### src/hw/rtl/lse_line_ram.sv
// ----------------------------------------------------------------------------
// lse_line_ram - line buffer memory
// One write port, one read port, registered read data.
// ----------------------------------------------------------------------------
`default_nettype none

module lse_line_ram #(
  parameter int LINE_LEN = 256
) (
  input  wire logic                        clk,
  input  wire logic                        we,
  input  wire logic [$clog2(LINE_LEN)-1:0] waddr,
  input  wire logic [7:0]                  wdata,
  input  wire logic [$clog2(LINE_LEN)-1:0] raddr,
  output logic      [7:0]                  rdata
);

  logic [7:0] mem [LINE_LEN];

  always_ff @(posedge clk) begin
    if (we) begin
      mem[waddr] <= wdata;
    end
    rdata <= mem[raddr];
  end

endmodule

`default_nettype wire

### config.mk
export PLATFORM = sky130hd
export DESIGN_NAME = lse_line_ram
export DESIGN_NICKNAME = d
export VERILOG_FILES = /design/src/hw/rtl/lse_line_ram.sv
export SDC_FILE = /design/constraint.sdc
export NUM_CORES = 2
export LEC_CHECK = 0
export ABC_AREA = 1
export BUFFER_PORTS_ARGS = -buffer_cell sky130_fd_sc_hd__buf_2
export CAP_MARGIN = 20
export CORE_MARGIN = 1
export CORE_UTILIZATION = 40
export DETAILED_ROUTE_END_ITERATION = 8
export SYNTH_ARGS = -nofsm -noshare
export SYNTH_HDL_FRONTEND = slang
export SYNTH_SLANG_ARGS = --single-unit
### constraint.sdc
create_clock -name clk -period 1.83 [get_ports clk]
set_input_delay 0.366 -clock clk [delete_from_list [all_inputs] [get_ports clk]]
set_output_delay 0.366 -clock clk [all_outputs]
set_load 0.05 [all_outputs]
==> flow_summary.ini <==
[status]
outcome = complete, no violations

[yosys]
yosys_register_bits = 2056
yosys_warnings = 0
synthXorXnorAreaFrac = 0
synth.area.top_cells = edfxtp_1 74%, nand3_1 12%, nand2_1 9.6%, buf_2 1.6%, nor2_1 1.3%
async_flop_share = 0
ys.flop_type = edfxtp_1
avgSynthCellArea_sq_um = 11.91
synth_compound_area_frac = 0
synthAdderAreaFrac = 0
synthSimpleGateAreaFrac = 0.2295
syn_area_sq_mm = 0.08340
yosys.area.top_type = edfxtp_1
syn-num-nets = 7029
synth_top_cells_by_count = 2123 x nand2_1, 2048 x edfxtp_1, 2019 x nand3_1
seq_area_frac_synth = 0.7394
synth_top_family_by_area = simple AND/OR/NAND/NOR gates
yosys-mux-area-fraction = 0
ys_types = 14
synth-edff-count = 2048
syn_inst = 7003
synth.most_common_cell = nand2_1
synth_top_area_share = 0.7374

[worst_setup_path]
path_buf_inv = 1
max_stage_delay_ns = 0.43
path_class = flop to primary output
cp-start-kind = flop
critPathArrivalTime_ns = 1.46
cp-end-kind = primary output
cpMaxStageDelayCell = dfxtp_4
r2r_start = mem[9][2]
critPathTopFamily = flip-flops
setup.worst_path.start = rdata[7]
worstRegToRegCells = 10
crit_chain = buf_8
worstReg2RegEnd = rdata[2]
crit_end = rdata[7]
critPathMaxFanout = 1
r2r_slack_ns = 0.04
required_ns = 1.46
cp.depth = 1

[timing]
setup_viol = 0
finalCriticalPeriod_ns = 1.826
slew_headroom = 0.4463
final_hold_viol_count = 0
worst_clock_skew_ns = 0.04084
finalCritPeriodShare = 0.9976
max_slew.worst_pin.slew_ns = 0.8296
rsz0062_at_grt = yes
finalMaxSlewViolations = 0
setup_ws_ns = 0.004464
fmax_ghz = 0.5478

[clock_tree]
cts_max_path_buffers = 3
post-cts-setup-buffers = 0
clock_sinks = 2056
h-tree-depth = 4
cts_buffers = 207
cts_tree = built
clk_pin_slew_worst_paths_ns = 0.06
cts_root_buf = clkbuf_16
clock_latency_ns = 0.85

[floorplan]
dieWidth_um = 458.6
core_area_sq_mm = 0.2071
io-pin-count = 34
start_util = 0.4027
die_h_um = 458.6
dieArea_sq_mm = 0.2103
placementRows = 167

[detailed_routing]
routed_wl_um = 242300
wl_per_cell_um = 23.01
dr.pass1.iters = 6
drt_iter0_drc = 6439
drc = 0
ant_nets = 0
vias_per_cell = 5.386
vias = 56720

[global_route]
grt_pass1_vias = 54584
grt_usage = 0.2285
antenna_found_initial = 15
grt_pass1_wl_um = 358000
grt-ovfl-total = 0
grt_max_degree = 92

[final_layout]
fin_util = 0.4822
drive_gt1_frac = 0.1503
n_fill_cell = 18141
multiInputGateArea_sq_mm = 0.01934
nNetsFinal = 7597
syn_to_final_growth_pct = 19.73
regArea_sq_mm = 0.06169
final_cell_area_sq_mm = 0.09985

[power_and_ir_drop]
power_mw = 100.1
vdd_drop_max_v = 0.0009264
p_leak_nw = 35.94
p_per_area_mw_per_mm2 = 1002

[placement]
place.port_buffers = 33
place_worst_setup_slack_ns = -0.9078
gp_congestion = 0.9038
place_area_sq_mm = 0.09298
dp_hpwl_um = 153500

[job]
maxCapViolCount = 0

[min_path]
hold_path.class = input pin to flop
min-delay-start = raddr[6]
-- cells by family after synthesis --
kind of cell / after synthesis
flip-flops: 2056
AND/OR/NAND/NOR: 4425
buffers and inverters: 522
-- timing repair --
action                                 in CTS  in global routing
gates resized for setup                    51                 27
hold buffers                                9                  0
endpoints found under the hold margin     144                  0
setup endpoints to repair                  16                 10
-- stage by stage --
step                      setup TNS (ns)  hold slack [ns]  cells
after floorplan                   -4.767           0.4649   7003
after global placement            -16.61           0.7398  10141
after detailed placement          -17.18           0.7383  10141
after CTS                        -0.1089           0.1592  10526
after global routing            -0.04255           0.2061  10528
final                                  0           0.2266  10531
-- where the power goes --
part | internal [mW] | switching (mW)
Sequential | 51.9 | 0.0923
Combinational | 2.33 | 4.92
Clock | 23.2 | 17.6
Total | 77.5 | 22.6
-- layout make-up --
| class | count | area share |
|---|---|---|
| Antenna cell | 5 | 0.0001253 |
| Clock buffer | 273 | 0.05520 |
| Clock inverter | 103 | 0.009561 |
| Inverter | 39 | 0.001804 |
| Multi-Input combinational cell | 4425 | 0.1937 |
| Sequential cell | 2056 | 0.6178 |
| Tap cell | 2788 | 0.03494 |
| Timing Repair Buffer | 842 | 0.08690 |
-- layer usage --
layer	global-route usage	vias up	routed length, um
li1	-	26056	-
met1	0.3150	28075	101200
met2	0.3674	2208	114900
met3	0.03438	373	18060
met4	0.08121	8	8073
met5	0	-	49
-- how the worst min path moves through the flow --
stage             endpoint  depth (start not counted)
2_1_floorplan    mem[0][0]                          0
3_5_place_dp   mem[110][6]                          1
5_1_grt           rdata[2]                          6
3_3_place_gp   mem[108][6]                          1
4_1_cts           rdata[2]                          6
6_report          rdata[2]                          6
-- sequential cells by signal (all words and copies together) (netlist names) --
name / cells
mem: 2048
rdata: 8
-- placed cells by master, fill, tap and decap left out, types with 3 or more instances in the layout --
| cell type | count |
|---|---|
| nand3_4 | 3 |
| clkinv_1 | 39 |
| inv_1 | 34 |
| nand3_1 | 1988 |
| buf_4 | 623 |
| diode_2 | 5 |
| edfxtp_1 | 2048 |
| nand3_2 | 28 |
| nand2_1 | 2113 |
| nand2_2 | 10 |
| nor2_1 | 283 |
| clkbuf_16 | 210 |
| buf_8 | 18 |
| dlygate4sd3_1 | 9 |
| buf_2 | 13 |
| dfxtp_4 | 7 |
| clkbuf_1 | 61 |
| clkinv_2 | 34 |
| inv_6 | 6 |
| buf_12 | 178 |
| inv_16 | 3 |
| bufinv_16 | 15 |
Power figures use the tool's default switching activity.
