## src/hw/rtl/lse_pkg.sv

```systemverilog
// ----------------------------------------------------------------------------
// lse_pkg - shared types and constants of the line editor
// Decoder phases, editing operations, sequencer states and key codes.
// ----------------------------------------------------------------------------
`default_nettype none

package lse_pkg;

  typedef enum logic [1:0] {
    PH_GROUND = 2'd0,
    PH_ESC    = 2'd1,
    PH_CSI    = 2'd2
  } phase_t;

  typedef enum logic [3:0] {
    OP_NONE,
    OP_INSERT,
    OP_ACCEPT,
    OP_LEFT,
    OP_RIGHT,
    OP_HOME,
    OP_END,
    OP_UP,
    OP_DOWN,
    OP_BKSP,
    OP_DEL,
    OP_EOF,
    OP_KILL_HEAD,
    OP_KILL_TAIL,
    OP_CLEAR
  } op_t;

  typedef enum logic [2:0] {
    ST_IDLE,
    ST_COPY,
    ST_PUT,
    ST_EXIT,
    ST_READ,
    ST_RESULT
  } state_t;

  typedef struct packed {
    op_t        op;
    phase_t     phase;
    logic [7:0] csi_num;
    logic       csi_closed;
  } dec_t;

  typedef struct packed {
    logic       done;
    logic       dirty;
    logic       clr;
    logic [7:0] rd_data;
    phase_t     phase;
  } stat_t;

  localparam logic [1:0] CMD_KEY  = 2'd0;
  localparam logic [1:0] CMD_READ = 2'd1;
  localparam logic [1:0] CMD_NEW  = 2'd2;

  localparam logic [7:0] KEY_CTRL_A    = 8'h01;
  localparam logic [7:0] KEY_CTRL_B    = 8'h02;
  localparam logic [7:0] KEY_CTRL_D    = 8'h04;
  localparam logic [7:0] KEY_CTRL_E    = 8'h05;
  localparam logic [7:0] KEY_CTRL_F    = 8'h06;
  localparam logic [7:0] KEY_BS        = 8'h08;
  localparam logic [7:0] KEY_LF        = 8'h0A;
  localparam logic [7:0] KEY_CTRL_K    = 8'h0B;
  localparam logic [7:0] KEY_CTRL_L    = 8'h0C;
  localparam logic [7:0] KEY_CR        = 8'h0D;
  localparam logic [7:0] KEY_CTRL_N    = 8'h0E;
  localparam logic [7:0] KEY_CTRL_P    = 8'h10;
  localparam logic [7:0] KEY_CTRL_U    = 8'h15;
  localparam logic [7:0] KEY_ESC       = 8'h1B;
  localparam logic [7:0] KEY_DEL       = 8'h7F;
  localparam logic [7:0] KEY_PRINT_LO  = 8'h20;
  localparam logic [7:0] KEY_PRINT_HI  = 8'h7E;
  localparam logic [7:0] KEY_LBRACKET  = 8'h5B;
  localparam logic [7:0] KEY_TILDE     = 8'h7E;
  localparam logic [7:0] KEY_DIGIT0    = 8'h30;
  localparam logic [7:0] KEY_DIGIT9    = 8'h39;
  localparam logic [7:0] CSI_FINAL_MIN = 8'h40;
  localparam logic [7:0] CSI_UP        = 8'h41;
  localparam logic [7:0] CSI_DOWN      = 8'h42;
  localparam logic [7:0] CSI_RIGHT     = 8'h43;
  localparam logic [7:0] CSI_LEFT      = 8'h44;
  localparam logic [7:0] CSI_END       = 8'h46;
  localparam logic [7:0] CSI_HOME      = 8'h48;

  localparam logic [7:0] TILDE_HOME1 = 8'd1;
  localparam logic [7:0] TILDE_DEL   = 8'd3;
  localparam logic [7:0] TILDE_END1  = 8'd4;
  localparam logic [7:0] TILDE_HOME2 = 8'd7;
  localparam logic [7:0] TILDE_END2  = 8'd8;
  localparam logic [7:0] CSI_NUM_MAX = 8'd255;

  localparam logic [31:0] EXIT_WORD = 32'h65786974;  // "exit"

endpackage

`default_nettype wire

```

## src/hw/rtl/lse_key_dec.sv

```systemverilog
// ----------------------------------------------------------------------------
// lse_key_dec - escape sequence decoder
// Maps one key byte and the decoder phase to an editing operation.
// ----------------------------------------------------------------------------
`default_nettype none

module lse_key_dec (
  input  wire logic [7:0]      key,
  input  wire lse_pkg::phase_t phase,
  input  wire logic [7:0]      csi_num,
  input  wire logic            csi_closed,
  output lse_pkg::dec_t        dec
);

  logic [11:0] csi_v;
  logic        use_ground;

  assign csi_v = 12'({csi_num, 3'b000}) + 12'({csi_num, 1'b0}) + 12'(key - lse_pkg::KEY_DIGIT0);

  always_comb begin
    dec.op         = lse_pkg::OP_NONE;
    dec.phase      = phase;
    dec.csi_num    = csi_num;
    dec.csi_closed = csi_closed;
    use_ground     = 1'b0;
    unique case (phase)
      lse_pkg::PH_ESC: begin
        if (key == lse_pkg::KEY_LBRACKET) begin
          dec.phase      = lse_pkg::PH_CSI;
          dec.csi_num    = '0;
          dec.csi_closed = 1'b0;
        end else begin
          dec.phase  = lse_pkg::PH_GROUND;
          use_ground = 1'b1;
        end
      end
      lse_pkg::PH_CSI: begin
        if (key < lse_pkg::CSI_FINAL_MIN) begin
          if (!csi_closed && key >= lse_pkg::KEY_DIGIT0 && key <= lse_pkg::KEY_DIGIT9) begin
            dec.csi_num = (csi_v > 12'(lse_pkg::CSI_NUM_MAX)) ? lse_pkg::CSI_NUM_MAX
                                                              : csi_v[7:0];
          end else begin
            dec.csi_closed = 1'b1;
          end
        end else begin
          dec.phase = lse_pkg::PH_GROUND;
          unique case (key)
            lse_pkg::CSI_UP:    dec.op = lse_pkg::OP_UP;
            lse_pkg::CSI_DOWN:  dec.op = lse_pkg::OP_DOWN;
            lse_pkg::CSI_RIGHT: dec.op = lse_pkg::OP_RIGHT;
            lse_pkg::CSI_LEFT:  dec.op = lse_pkg::OP_LEFT;
            lse_pkg::CSI_HOME:  dec.op = lse_pkg::OP_HOME;
            lse_pkg::CSI_END:   dec.op = lse_pkg::OP_END;
            lse_pkg::KEY_TILDE: begin
              if (csi_num == lse_pkg::TILDE_HOME1 || csi_num == lse_pkg::TILDE_HOME2) begin
                dec.op = lse_pkg::OP_HOME;
              end else if (csi_num == lse_pkg::TILDE_END1 ||
                           csi_num == lse_pkg::TILDE_END2) begin
                dec.op = lse_pkg::OP_END;
              end else if (csi_num == lse_pkg::TILDE_DEL) begin
                dec.op = lse_pkg::OP_DEL;
              end
            end
            default: dec.op = lse_pkg::OP_NONE;
          endcase
        end
      end
      default: use_ground = 1'b1;
    endcase

    if (use_ground) begin
      if (key >= lse_pkg::KEY_PRINT_LO && key <= lse_pkg::KEY_PRINT_HI) begin
        dec.op = lse_pkg::OP_INSERT;
      end else begin
        unique case (key)
          lse_pkg::KEY_ESC:    dec.phase = lse_pkg::PH_ESC;
          lse_pkg::KEY_CR,
          lse_pkg::KEY_LF:     dec.op = lse_pkg::OP_ACCEPT;
          lse_pkg::KEY_CTRL_B: dec.op = lse_pkg::OP_LEFT;
          lse_pkg::KEY_CTRL_F: dec.op = lse_pkg::OP_RIGHT;
          lse_pkg::KEY_CTRL_A: dec.op = lse_pkg::OP_HOME;
          lse_pkg::KEY_CTRL_E: dec.op = lse_pkg::OP_END;
          lse_pkg::KEY_CTRL_P: dec.op = lse_pkg::OP_UP;
          lse_pkg::KEY_CTRL_N: dec.op = lse_pkg::OP_DOWN;
          lse_pkg::KEY_BS,
          lse_pkg::KEY_DEL:    dec.op = lse_pkg::OP_BKSP;
          lse_pkg::KEY_CTRL_U: dec.op = lse_pkg::OP_KILL_HEAD;
          lse_pkg::KEY_CTRL_K: dec.op = lse_pkg::OP_KILL_TAIL;
          lse_pkg::KEY_CTRL_D: dec.op = lse_pkg::OP_EOF;
          lse_pkg::KEY_CTRL_L: dec.op = lse_pkg::OP_CLEAR;
          default:             dec.op = lse_pkg::OP_NONE;
        endcase
      end
    end
  end

endmodule

`default_nettype wire

```

## src/hw/rtl/lse_ctrl.sv

```systemverilog
// ----------------------------------------------------------------------------
// lse_ctrl - editor sequencer
// Applies one request to the line state and runs byte moves through memory.
// ----------------------------------------------------------------------------
`default_nettype none

module lse_ctrl #(
  parameter int LINE_LEN   = 256,
  parameter int HIST_DEPTH = 8,
  localparam int AW = $clog2(LINE_LEN),
  localparam int LW = $clog2(LINE_LEN + 1),
  localparam int SW = (HIST_DEPTH > 1) ? $clog2(HIST_DEPTH) : 1,
  localparam int PW = $clog2(HIST_DEPTH + 1),
  localparam int CW = (LW > 8) ? LW : 8
) (
  input  wire logic          clk,
  input  wire logic          rst,
  input  wire logic          in_valid,
  output logic               in_stall,
  input  wire logic [1:0]    command,
  input  wire logic [7:0]    key_byte,
  input  wire logic [7:0]    read_index,
  input  wire logic          out_free,
  output logic               push,
  output logic [LW-1:0]      st_len,
  output logic [LW-1:0]      st_cur,
  output lse_pkg::stat_t     st,
  output logic               line_we,
  output logic [AW-1:0]      line_wa,
  output logic [7:0]         line_wd,
  output logic [AW-1:0]      raddr,
  input  wire logic [7:0]    line_q,
  output logic               hist_we,
  output logic [AW-1:0]      hist_wa,
  output logic [7:0]         hist_wd,
  output logic [SW-1:0]      hslot,
  input  wire logic [7:0]    hist_q
);

  localparam logic [LW-1:0] LEN_MAX     = LW'(LINE_LEN);
  localparam logic [PW-1:0] H_NONE      = PW'(HIST_DEPTH);
  localparam logic [SW-1:0] H_LAST_SLOT = SW'(HIST_DEPTH - 1);
  localparam logic [PW:0]   H_WIDE      = (PW + 1)'(HIST_DEPTH);

  lse_pkg::state_t state, state_next;
  lse_pkg::phase_t phase, phase_next;
  lse_pkg::dec_t   dec;

  logic [LW-1:0] len, len_next, cur, cur_next;
  logic          done, done_next, dirty, dirty_next, clr, clr_next;
  logic [7:0]    csi_num, csi_num_next;
  logic          csi_closed, csi_closed_next;
  logic [SW-1:0] newest, newest_next;
  logic [PW-1:0] hcount, hcount_next, hpos, hpos_next;
  logic [7:0]    rd_data, rd_data_next, key_q, key_q_next;
  logic [AW-1:0] put_addr, put_addr_next;
  logic [AW-1:0] c_rd, c_rd_next, c_wr, c_wr_next, p_wa, p_wa_next;
  logic [LW-1:0] c_left, c_left_next;
  logic          c_desc, c_desc_next, c_src_hist, c_src_hist_next;
  logic          c_dst_hist, c_dst_hist_next, c_then_put, c_then_put_next;
  logic [SW-1:0] c_slot, c_slot_next;
  logic          p_vld, p_vld_next;
  logic [1:0]    exit_cnt, exit_cnt_next;

  logic [LW-1:0] hist_len [HIST_DEPTH];
  logic          hl_we;

  logic          acc, do_accept, do_load, do_del;
  logic [PW-1:0] up_age, dn_age, ld_age;
  logic [PW:0]   slot_sum;
  logic [SW-1:0] ld_slot, acc_slot;
  logic [LW-1:0] ld_n;
  logic [CW-1:0] idx_ext;

  lse_key_dec u_dec (
    .key        (key_byte),
    .phase      (phase),
    .csi_num    (csi_num),
    .csi_closed (csi_closed),
    .dec        (dec)
  );

  assign acc      = in_valid && (state == lse_pkg::ST_IDLE);
  assign in_stall = (state != lse_pkg::ST_IDLE);
  assign idx_ext  = CW'(read_index);

  // history slot arithmetic: age 0 is the newest entry
  assign up_age   = (hpos == H_NONE) ? '0
                  : ((PW'(hpos + PW'(1)) < hcount) ? PW'(hpos + PW'(1)) : hpos);
  assign dn_age   = PW'(hpos - PW'(1));
  assign ld_age   = (dec.op == lse_pkg::OP_DOWN) ? dn_age : up_age;
  assign slot_sum = (PW + 1)'((PW + 1)'(newest) + H_WIDE - (PW + 1)'(ld_age));
  assign ld_slot  = (slot_sum >= H_WIDE) ? SW'(slot_sum - H_WIDE) : SW'(slot_sum);
  assign ld_n     = hist_len[ld_slot];
  assign acc_slot = (hcount == '0) ? newest
                  : ((newest == H_LAST_SLOT) ? '0 : SW'(newest + SW'(1)));

  always_comb begin
    state_next      = state;
    phase_next      = phase;
    len_next        = len;
    cur_next        = cur;
    done_next       = done;
    dirty_next      = dirty;
    clr_next        = clr;
    csi_num_next    = csi_num;
    csi_closed_next = csi_closed;
    newest_next     = newest;
    hcount_next     = hcount;
    hpos_next       = hpos;
    rd_data_next    = rd_data;
    key_q_next      = key_q;
    put_addr_next   = put_addr;
    c_rd_next       = c_rd;
    c_wr_next       = c_wr;
    c_left_next     = c_left;
    c_desc_next     = c_desc;
    c_src_hist_next = c_src_hist;
    c_dst_hist_next = c_dst_hist;
    c_then_put_next = c_then_put;
    c_slot_next     = c_slot;
    p_vld_next      = 1'b0;
    p_wa_next       = p_wa;
    exit_cnt_next   = exit_cnt;
    line_we         = 1'b0;
    line_wa         = p_wa;
    line_wd         = c_src_hist ? hist_q : line_q;
    hist_we         = 1'b0;
    hist_wa         = p_wa;
    hist_wd         = line_q;
    raddr           = c_rd;
    hslot           = c_slot;
    hl_we           = 1'b0;
    push            = 1'b0;
    do_accept       = 1'b0;
    do_load         = 1'b0;
    do_del          = 1'b0;

    unique case (state)
      lse_pkg::ST_IDLE: begin
        raddr = idx_ext[AW-1:0];
        if (acc) begin
          dirty_next   = 1'b0;
          clr_next     = 1'b0;
          rd_data_next = '0;
          state_next   = lse_pkg::ST_RESULT;
          unique case (command)
            lse_pkg::CMD_KEY: begin
              if (!done) begin
                phase_next      = dec.phase;
                csi_num_next    = dec.csi_num;
                csi_closed_next = dec.csi_closed;
                unique case (dec.op)
                  lse_pkg::OP_INSERT: begin
                    if (len != LEN_MAX) begin
                      // open a gap at the cursor from the top down, then drop the key in
                      c_src_hist_next = 1'b0;
                      c_dst_hist_next = 1'b0;
                      c_desc_next     = 1'b1;
                      c_then_put_next = 1'b1;
                      c_rd_next       = AW'(len - LW'(1));
                      c_wr_next       = AW'(len);
                      c_left_next     = len - cur;
                      put_addr_next   = AW'(cur);
                      key_q_next      = key_byte;
                      len_next        = len + LW'(1);
                      cur_next        = cur + LW'(1);
                      dirty_next      = 1'b1;
                      state_next      = lse_pkg::ST_COPY;
                    end
                  end
                  lse_pkg::OP_ACCEPT: do_accept = 1'b1;
                  lse_pkg::OP_LEFT: begin
                    if (cur != '0) begin
                      cur_next   = cur - LW'(1);
                      dirty_next = 1'b1;
                    end
                  end
                  lse_pkg::OP_RIGHT: begin
                    if (cur < len) begin
                      cur_next   = cur + LW'(1);
                      dirty_next = 1'b1;
                    end
                  end
                  lse_pkg::OP_HOME: begin
                    cur_next   = '0;
                    dirty_next = 1'b1;
                  end
                  lse_pkg::OP_END: begin
                    cur_next   = len;
                    dirty_next = 1'b1;
                  end
                  lse_pkg::OP_UP: begin
                    if (hcount != '0) begin
                      hpos_next = up_age;
                      do_load   = 1'b1;
                    end
                  end
                  lse_pkg::OP_DOWN: begin
                    if (hpos != H_NONE) begin
                      if (hpos == '0) begin
                        hpos_next  = H_NONE;
                        len_next   = '0;
                        cur_next   = '0;
                        dirty_next = 1'b1;
                      end else begin
                        hpos_next = dn_age;
                        do_load   = 1'b1;
                      end
                    end
                  end
                  lse_pkg::OP_BKSP: begin
                    if (cur != '0) begin
                      c_src_hist_next = 1'b0;
                      c_dst_hist_next = 1'b0;
                      c_desc_next     = 1'b0;
                      c_then_put_next = 1'b0;
                      c_rd_next       = AW'(cur);
                      c_wr_next       = AW'(cur - LW'(1));
                      c_left_next     = len - cur;
                      len_next        = len - LW'(1);
                      cur_next        = cur - LW'(1);
                      dirty_next      = 1'b1;
                      state_next      = lse_pkg::ST_COPY;
                    end
                  end
                  lse_pkg::OP_DEL: do_del = 1'b1;
                  lse_pkg::OP_EOF: begin
                    if (len == '0) begin
                      len_next      = LW'(4);
                      dirty_next    = 1'b1;
                      exit_cnt_next = '0;
                      state_next    = lse_pkg::ST_EXIT;
                    end else begin
                      do_del = 1'b1;
                    end
                  end
                  lse_pkg::OP_KILL_HEAD: begin
                    c_src_hist_next = 1'b0;
                    c_dst_hist_next = 1'b0;
                    c_desc_next     = 1'b0;
                    c_then_put_next = 1'b0;
                    c_rd_next       = AW'(cur);
                    c_wr_next       = '0;
                    c_left_next     = len - cur;
                    len_next        = len - cur;
                    cur_next        = '0;
                    dirty_next      = 1'b1;
                    state_next      = lse_pkg::ST_COPY;
                  end
                  lse_pkg::OP_KILL_TAIL: begin
                    len_next   = cur;
                    dirty_next = 1'b1;
                  end
                  lse_pkg::OP_CLEAR: begin
                    clr_next   = 1'b1;
                    dirty_next = 1'b1;
                  end
                  default: ;
                endcase
              end
            end
            lse_pkg::CMD_READ: begin
              if (idx_ext < CW'(len)) begin
                state_next = lse_pkg::ST_READ;
              end
            end
            lse_pkg::CMD_NEW: begin
              len_next   = '0;
              cur_next   = '0;
              phase_next = lse_pkg::PH_GROUND;
              done_next  = 1'b0;
              dirty_next = 1'b1;
            end
            default: ;
          endcase
        end
      end
      lse_pkg::ST_COPY: begin
        line_we = p_vld && !c_dst_hist;
        hist_we = p_vld && c_dst_hist;
        if (c_left != '0) begin
          p_vld_next  = 1'b1;
          p_wa_next   = c_wr;
          c_rd_next   = c_desc ? AW'(c_rd - AW'(1)) : AW'(c_rd + AW'(1));
          c_wr_next   = c_desc ? AW'(c_wr - AW'(1)) : AW'(c_wr + AW'(1));
          c_left_next = c_left - LW'(1);
        end else if (!p_vld) begin
          state_next = c_then_put ? lse_pkg::ST_PUT : lse_pkg::ST_RESULT;
        end
      end
      lse_pkg::ST_PUT: begin
        line_we    = 1'b1;
        line_wa    = put_addr;
        line_wd    = key_q;
        state_next = lse_pkg::ST_RESULT;
      end
      lse_pkg::ST_EXIT: begin
        line_we       = 1'b1;
        line_wa       = AW'(exit_cnt);
        line_wd       = lse_pkg::EXIT_WORD[{~exit_cnt, 3'b000} +: 8];
        exit_cnt_next = exit_cnt + 2'd1;
        if (exit_cnt == 2'd3) begin
          do_accept = 1'b1;
        end
      end
      lse_pkg::ST_READ: begin
        rd_data_next = line_q;
        state_next   = lse_pkg::ST_RESULT;
      end
      lse_pkg::ST_RESULT: begin
        if (out_free) begin
          push       = 1'b1;
          state_next = lse_pkg::ST_IDLE;
        end
      end
      default: state_next = lse_pkg::ST_IDLE;
    endcase

    // delete under the cursor: pull the tail down by one
    if (do_del && cur < len) begin
      c_src_hist_next = 1'b0;
      c_dst_hist_next = 1'b0;
      c_desc_next     = 1'b0;
      c_then_put_next = 1'b0;
      c_rd_next       = AW'(cur + LW'(1));
      c_wr_next       = AW'(cur);
      c_left_next     = len - cur - LW'(1);
      len_next        = len - LW'(1);
      dirty_next      = 1'b1;
      state_next      = lse_pkg::ST_COPY;
    end

    // recall: copy the history row into the line
    if (do_load) begin
      c_src_hist_next = 1'b1;
      c_dst_hist_next = 1'b0;
      c_desc_next     = 1'b0;
      c_then_put_next = 1'b0;
      c_slot_next     = ld_slot;
      c_rd_next       = '0;
      c_wr_next       = '0;
      c_left_next     = ld_n;
      len_next        = ld_n;
      cur_next        = ld_n;
      dirty_next      = 1'b1;
      state_next      = lse_pkg::ST_COPY;
    end

    // accept: push the line into the ring, oldest slot is overwritten when full
    if (do_accept) begin
      done_next       = 1'b1;
      hl_we           = 1'b1;
      newest_next     = acc_slot;
      hcount_next     = (hcount == H_NONE) ? hcount : PW'(hcount + PW'(1));
      hpos_next       = H_NONE;
      c_src_hist_next = 1'b0;
      c_dst_hist_next = 1'b1;
      c_desc_next     = 1'b0;
      c_then_put_next = 1'b0;
      c_slot_next     = acc_slot;
      c_rd_next       = '0;
      c_wr_next       = '0;
      c_left_next     = len;
      state_next      = lse_pkg::ST_COPY;
    end
  end

  always_ff @(posedge clk) begin
    if (rst) begin
      state      <= lse_pkg::ST_IDLE;
      phase      <= lse_pkg::PH_GROUND;
      len        <= '0;
      cur        <= '0;
      done       <= 1'b0;
      dirty      <= 1'b0;
      clr        <= 1'b0;
      csi_num    <= '0;
      csi_closed <= 1'b0;
      newest     <= '0;
      hcount     <= '0;
      hpos       <= H_NONE;
      p_vld      <= 1'b0;
      c_left     <= '0;
    end else begin
      state      <= state_next;
      phase      <= phase_next;
      len        <= len_next;
      cur        <= cur_next;
      done       <= done_next;
      dirty      <= dirty_next;
      clr        <= clr_next;
      csi_num    <= csi_num_next;
      csi_closed <= csi_closed_next;
      newest     <= newest_next;
      hcount     <= hcount_next;
      hpos       <= hpos_next;
      p_vld      <= p_vld_next;
      c_left     <= c_left_next;
    end
  end

  always_ff @(posedge clk) begin
    rd_data    <= rd_data_next;
    key_q      <= key_q_next;
    put_addr   <= put_addr_next;
    c_rd       <= c_rd_next;
    c_wr       <= c_wr_next;
    c_desc     <= c_desc_next;
    c_src_hist <= c_src_hist_next;
    c_dst_hist <= c_dst_hist_next;
    c_then_put <= c_then_put_next;
    c_slot     <= c_slot_next;
    p_wa       <= p_wa_next;
    exit_cnt   <= exit_cnt_next;
    if (hl_we) begin
      hist_len[acc_slot] <= len;
    end
  end

  assign st_len     = len;
  assign st_cur     = cur;
  assign st.done    = done;
  assign st.dirty   = dirty;
  assign st.clr     = clr;
  assign st.rd_data = rd_data;
  assign st.phase   = phase;

  a_cur_in_line: assert property (@(posedge clk) disable iff (rst) cur <= len)
    else $error("cursor beyond line end");
  a_len_bound: assert property (@(posedge clk) disable iff (rst) len <= LEN_MAX)
    else $error("line length over capacity");
  a_hpos_valid: assert property (@(posedge clk) disable iff (rst)
    (hpos != H_NONE) |-> (hpos < hcount))
    else $error("history position points past filled entries");
  a_pipe_drained: assert property (@(posedge clk) disable iff (rst)
    (state != lse_pkg::ST_COPY) |-> !p_vld)
    else $error("copy write pending outside copy");

endmodule

`default_nettype wire

```

## config.mk

```make
export PLATFORM = sky130hd
export DESIGN_NAME = lse_ctrl
export DESIGN_NICKNAME = d
export VERILOG_FILES = /design/src/hw/rtl/lse_pkg.sv /design/src/hw/rtl/lse_key_dec.sv /design/src/hw/rtl/lse_ctrl.sv
export SDC_FILE = /design/constraint.sdc
export NUM_CORES = 1
export LEC_CHECK = 0
export BUFFER_PORTS_ARGS = -buffer_cell sky130_fd_sc_hd__buf_2
export CAP_MARGIN = 20
export CELL_PAD_IN_SITES_DETAIL_PLACEMENT = 0
export CELL_PAD_IN_SITES_GLOBAL_PLACEMENT = 1
export CORE_MARGIN = 2
export CORE_UTILIZATION = 47
export DETAILED_ROUTE_END_ITERATION = 10
export PLACE_DENSITY_LB_ADDON = 0.1
export SYNTH_ARGS = -nofsm -noshare
export SYNTH_HDL_FRONTEND = slang
export SYNTH_SLANG_ARGS = --single-unit
```

## constraint.sdc

```tcl
create_clock -name clk -period 9 [get_ports clk]
set_clock_uncertainty 0.2 [all_clocks]
set_input_delay 1.8 -clock clk [delete_from_list [all_inputs] [get_ports clk]]
set_output_delay 1.8 -clock clk [all_outputs]
set_load 0.02 [all_outputs]
```

==> impl_metrics.prom <==
# TYPE chip_impl_metric gauge
chip_impl_info{name="run_status",value="finished, final reports clean"} 1
chip_impl_info{name="synth_top_flop_cell",value="sky130_fd_sc_hd__edfxtp_1"} 1
chip_impl_metric{name="setup-violations-final",unit=""} 0
chip_impl_metric{name="wire_length_of_the_first_global_routing_pass",unit="um"} 67920
chip_impl_metric{name="finalCritPeriodShare",unit="%"} 80.09
chip_impl_metric{name="die_width",unit="um"} 172.1
chip_impl_metric{name="placement.io_buffers",unit=""} 115
chip_impl_metric{name="grt_remaining_overflow",unit=""} 0
chip_impl_metric{name="final-max-slew-violation-count",unit=""} 0
chip_impl_metric{name="net_count_after_synthesis",unit=""} 1593
chip_impl_metric{name="mean_instance_size_in_the_synthesized_netlist",unit="um^2"} 8.996
chip_impl_metric{name="pin_count",unit=""} 116
chip_impl_metric{name="postCtsResizedCells",unit=""} 0
chip_impl_metric{name="critical_path_peak_fanout",unit=""} 19
chip_impl_info{name="cell_accounting_for_the_most_synthesized_area",value="sky130_fd_sc_hd__edfxtp_1"} 1
chip_impl_metric{name="avgViaCountPerCell",unit=""} 6.229
chip_impl_metric{name="fin_crit",unit="ps"} 7208
chip_impl_info{name="worst_hold_path_type",value="flip-flop to flip-flop"} 1
chip_impl_metric{name="core_region_area",unit="um^2"} 27780
chip_impl_metric{name="synth-async-reset-ratio",unit="%"} 0
chip_impl_metric{name="htreeDepth",unit=""} 4
chip_impl_metric{name="synth_top_area_share",unit="%"} 24.63
chip_impl_metric{name="fmaxAchievable",unit="MHz"} 138.7
chip_impl_metric{name="timing_hold_violations_final",unit=""} 0
chip_impl_metric{name="tightestPinTransition",unit="ps"} 1128
chip_impl_metric{name="insertion_delay_of_the_later_clocked_pin_in_the_worst_skew_pair",unit="ps"} 450
chip_impl_metric{name="vdd_drop_max",unit="mV"} 0.1994
chip_impl_metric{name="area.growth.synth_to_final",unit="%"} 10.71
chip_impl_metric{name="cts_hold_buffers",unit=""} 0
chip_impl_metric{name="grt_pass1_vias",unit=""} 11447
chip_impl_metric{name="netlist-cell-type-count",unit=""} 102
chip_impl_metric{name="avgRoutedWirePerCell",unit="um"} 22.76
chip_impl_metric{name="row_count",unit=""} 61
chip_impl_metric{name="gpl.final_weighted_congestion",unit=""} 0.9682
chip_impl_metric{name="die_area",unit="um^2"} 29630
chip_impl_metric{name="hpwl",unit="um"} 32360
chip_impl_metric{name="largest_net_degree_at_the_start_of_global_routing",unit=""} 55
chip_impl_metric{name="design.final.nets",unit=""} 1657
chip_impl_metric{name="finalWirelength",unit="um"} 44000
chip_impl_metric{name="totalNegativeSetupSlack",unit="ps"} 0
chip_impl_info{name="grt_setup_unrepaired",value="no"} 1
chip_impl_metric{name="post_synth_inst_count",unit=""} 1477
chip_impl_metric{name="synth_area",unit="um^2"} 13290
chip_impl_metric{name="initial_core_util",unit="%"} 47.83
chip_impl_info{name="tritoncts",value="yes"} 1
chip_impl_metric{name="post-route-drc-count",unit=""} 0
chip_impl_metric{name="max-slew-margin-rel",unit="%"} 24.79
chip_impl_info{name="synth_commonest_cells",value="140 x sky130_fd_sc_hd__nand2_1, 116 x sky130_fd_sc_hd__nor2_1, 115 x sky130_fd_sc_hd__a21oi_1"} 1
chip_impl_info{name="synthMostInstantiatedCell",value="sky130_fd_sc_hd__nand2_1"} 1
chip_impl_info{name="setup.worst_path.class",value="primary input to flip-flop"} 1
chip_impl_metric{name="ctsLongestPathBuffers",unit=""} 2
chip_impl_metric{name="timing.critical_path.required",unit="ps"} 9160
chip_impl_metric{name="dr_iter_0_viols",unit=""} 1196
chip_impl_metric{name="powerDensity",unit="nW/um^2"} 267.8
chip_impl_metric{name="number_of_enable_flip_flop_cells_after_synthesis",unit=""} 109
chip_impl_info{name="worst_setup_path_start_kind",value="primary input"} 1
chip_impl_metric{name="critPathArrivalTime",unit="ps"} 7370
chip_impl_info{name="clockRootBuffer",value="sky130_fd_sc_hd__clkbuf_16"} 1
chip_impl_metric{name="cap_viol_max_count",unit=""} 0
chip_impl_metric{name="tritoncts.num_buffers",unit=""} 17
chip_impl_metric{name="synthesis.yosys.warnings",unit=""} 0
chip_impl_info{name="yosys-top-cells-area",value="sky130_fd_sc_hd__edfxtp_1 25%, sky130_fd_sc_hd__dfxtp_1 11%, sky130_fd_sc_hd__ha_1 6.3%"} 1
chip_impl_metric{name="grt_use_total",unit="%"} 30.36
chip_impl_metric{name="via_count",unit=""} 12041
chip_impl_metric{name="clkSinkCount",unit=""} 184
chip_impl_metric{name="n_fill_cell",unit=""} 2653
chip_impl_metric{name="die-height",unit="um"} 172.1
chip_impl_metric{name="ys_seq_elements",unit=""} 184
chip_impl_metric{name="postCtsSetupRepairBufs",unit=""} 0
chip_impl_metric{name="antenna_found_initial",unit=""} 1
chip_impl_metric{name="drt-pass1-iter-count",unit=""} 5
chip_impl_metric{name="final_antenna_net_count",unit=""} 0
chip_impl_metric{name="clk_transition_reported_paths",unit="ps"} 80
chip_impl_metric{name="p_leak",unit="nW"} 5.577
chip_impl_metric{name="layout.core_utilization",unit="%"} 52.95
chip_impl_info{name="cp-end-kind",value="flip-flop"} 1
chip_impl_metric{name="layout-drive-gt1-share",unit="%"} 15.38
chip_impl_metric{name="post_synthesis_sequential_area_ratio",unit="%"} 35.93
-- cell type report --
class                      instances  area (um^2)  area share [%]
multi-input combinational       1113         7780           52.89
timing repair buffer             141        770.7           5.239
sequential                       184         4775           32.46
clock inverter                    14        155.1           1.055
clock buffer                      18        439.2           2.985
inverter                          84        315.3           2.143
antenna                            1        2.502         0.01701
tap                              378        473.0           3.215
-- report_power, final --
group | internal, mW | switching (mW) | total (mW)
registers | 1.04 | 0.124 | 1.16
logic | 0.742 | 1.26 | 2.01
clock network | 0.402 | 0.370 | 0.772
-- flip-flops by register name, summed over array words and instances, names as in the netlist, 2 cells and up --
signal    count
c_left        9
hpos          4
newest        3
exit_cnt      2
hcount        4
phase         2
hist_wa       8
st_len        9
key_q         8
c_rd          8
state         3
csi_num       8
st_cur        9
c_wr          8
rd_data       8
hslot         3
put_addr      8
hist_len     72
-- cells by family (layout without fill, tap and decap cells) --
kind of cell    Yosys count  after routing  share of synthesized area (%)
flops                   184            184                          35.93
compound gates          438            438                          22.81
buf+inv                 180            257                          5.697
mux                      38             38                          4.576
simple gates            481            481                          17.87
fa+ha+maj                79             79                          8.041
other cells               0              1                              0
xor+xnor                 77             77                          5.075
-- through the flow --
stage / setup slack (ps) / hold slack, ps / area (um^2) / power, mW / std cells
final: 1792 / 260.0 / 14710 / 3.940 / 1933
after global routing: 1429 / 287.4 / 14710 / 4.194 / 1933
after detailed placement: 1409 / 255.6 / 14110 / 3.147 / 1899
after floorplan: 2191 / 231.5 / 13290 / 2.564 / 1477
after CTS: 1872 / 264.7 / 14700 / 3.921 / 1931
after global placement: 1587 / 239.5 / 14110 / 3.143 / 1899
-- cells in the final DEF, fill, tap and decap left out, types with 11 or more instances in the layout --
cell / instances
sky130_fd_sc_hd__fa_1: 11
sky130_fd_sc_hd__mux2i_1: 18
sky130_fd_sc_hd__a221oi_1: 12
sky130_fd_sc_hd__nand3_1: 45
sky130_fd_sc_hd__nor2_1: 116
sky130_fd_sc_hd__nand4_1: 12
sky130_fd_sc_hd__ha_1: 67
sky130_fd_sc_hd__a211oi_1: 48
sky130_fd_sc_hd__o21ai_0: 93
sky130_fd_sc_hd__nor3_1: 53
sky130_fd_sc_hd__o211ai_1: 18
sky130_fd_sc_hd__a22oi_1: 13
sky130_fd_sc_hd__clkbuf_16: 17
sky130_fd_sc_hd__a21o_1: 13
sky130_fd_sc_hd__a21oi_1: 115
sky130_fd_sc_hd__and2_1: 13
sky130_fd_sc_hd__inv_1: 81
sky130_fd_sc_hd__buf_2: 115
sky130_fd_sc_hd__xnor2_1: 61
sky130_fd_sc_hd__mux4_2: 18
sky130_fd_sc_hd__nand2_1: 140
sky130_fd_sc_hd__and3_1: 11
sky130_fd_sc_hd__dfxtp_1: 75
sky130_fd_sc_hd__nand2b_1: 13
sky130_fd_sc_hd__buf_4: 25
sky130_fd_sc_hd__edfxtp_1: 109
sky130_fd_sc_hd__or3_1: 14
sky130_fd_sc_hd__xor2_1: 16
-- path summary, 6_finish.rpt --
path                    start   endpoint  slack (ps)  cells after the start
hold / removal            clr        clr         260                      2
setup reg to reg     phase[0]  st_cur[1]        2940                     18
hold reg to reg           clr        clr         260                      2
setup / recovery  key_byte[4]  st_cur[1]        1790                     18
-- critical path: stages --
cell                        delay (ps)
sky130_fd_sc_hd__buf_2             150
sky130_fd_sc_hd__ha_1              290
sky130_fd_sc_hd__and3_4            260
sky130_fd_sc_hd__nand3_4            80
sky130_fd_sc_hd__a2111oi_4         660
sky130_fd_sc_hd__o2111ai_4         240
sky130_fd_sc_hd__a211o_1           560
sky130_fd_sc_hd__nor2_1            420
sky130_fd_sc_hd__a21oi_1            80
sky130_fd_sc_hd__o32ai_1           160
sky130_fd_sc_hd__ha_1              200
sky130_fd_sc_hd__inv_1              50
sky130_fd_sc_hd__fa_1             1120
sky130_fd_sc_hd__mux4_2            360
sky130_fd_sc_hd__o21ai_0           100
sky130_fd_sc_hd__a21oi_1           490
sky130_fd_sc_hd__nor2_1             80
sky130_fd_sc_hd__a211oi_1          250
-- routing by layer --
layer,share of wire [%],global-route usage [%],vias to the layer above
li1,-,-,5596
met1,44,41.92,5791
met3,8.2,6.020,84
met2,45,47.83,570
met4,2.9,10.01,0
met5,0,0,-
Power figures use the tool's default switching activity.
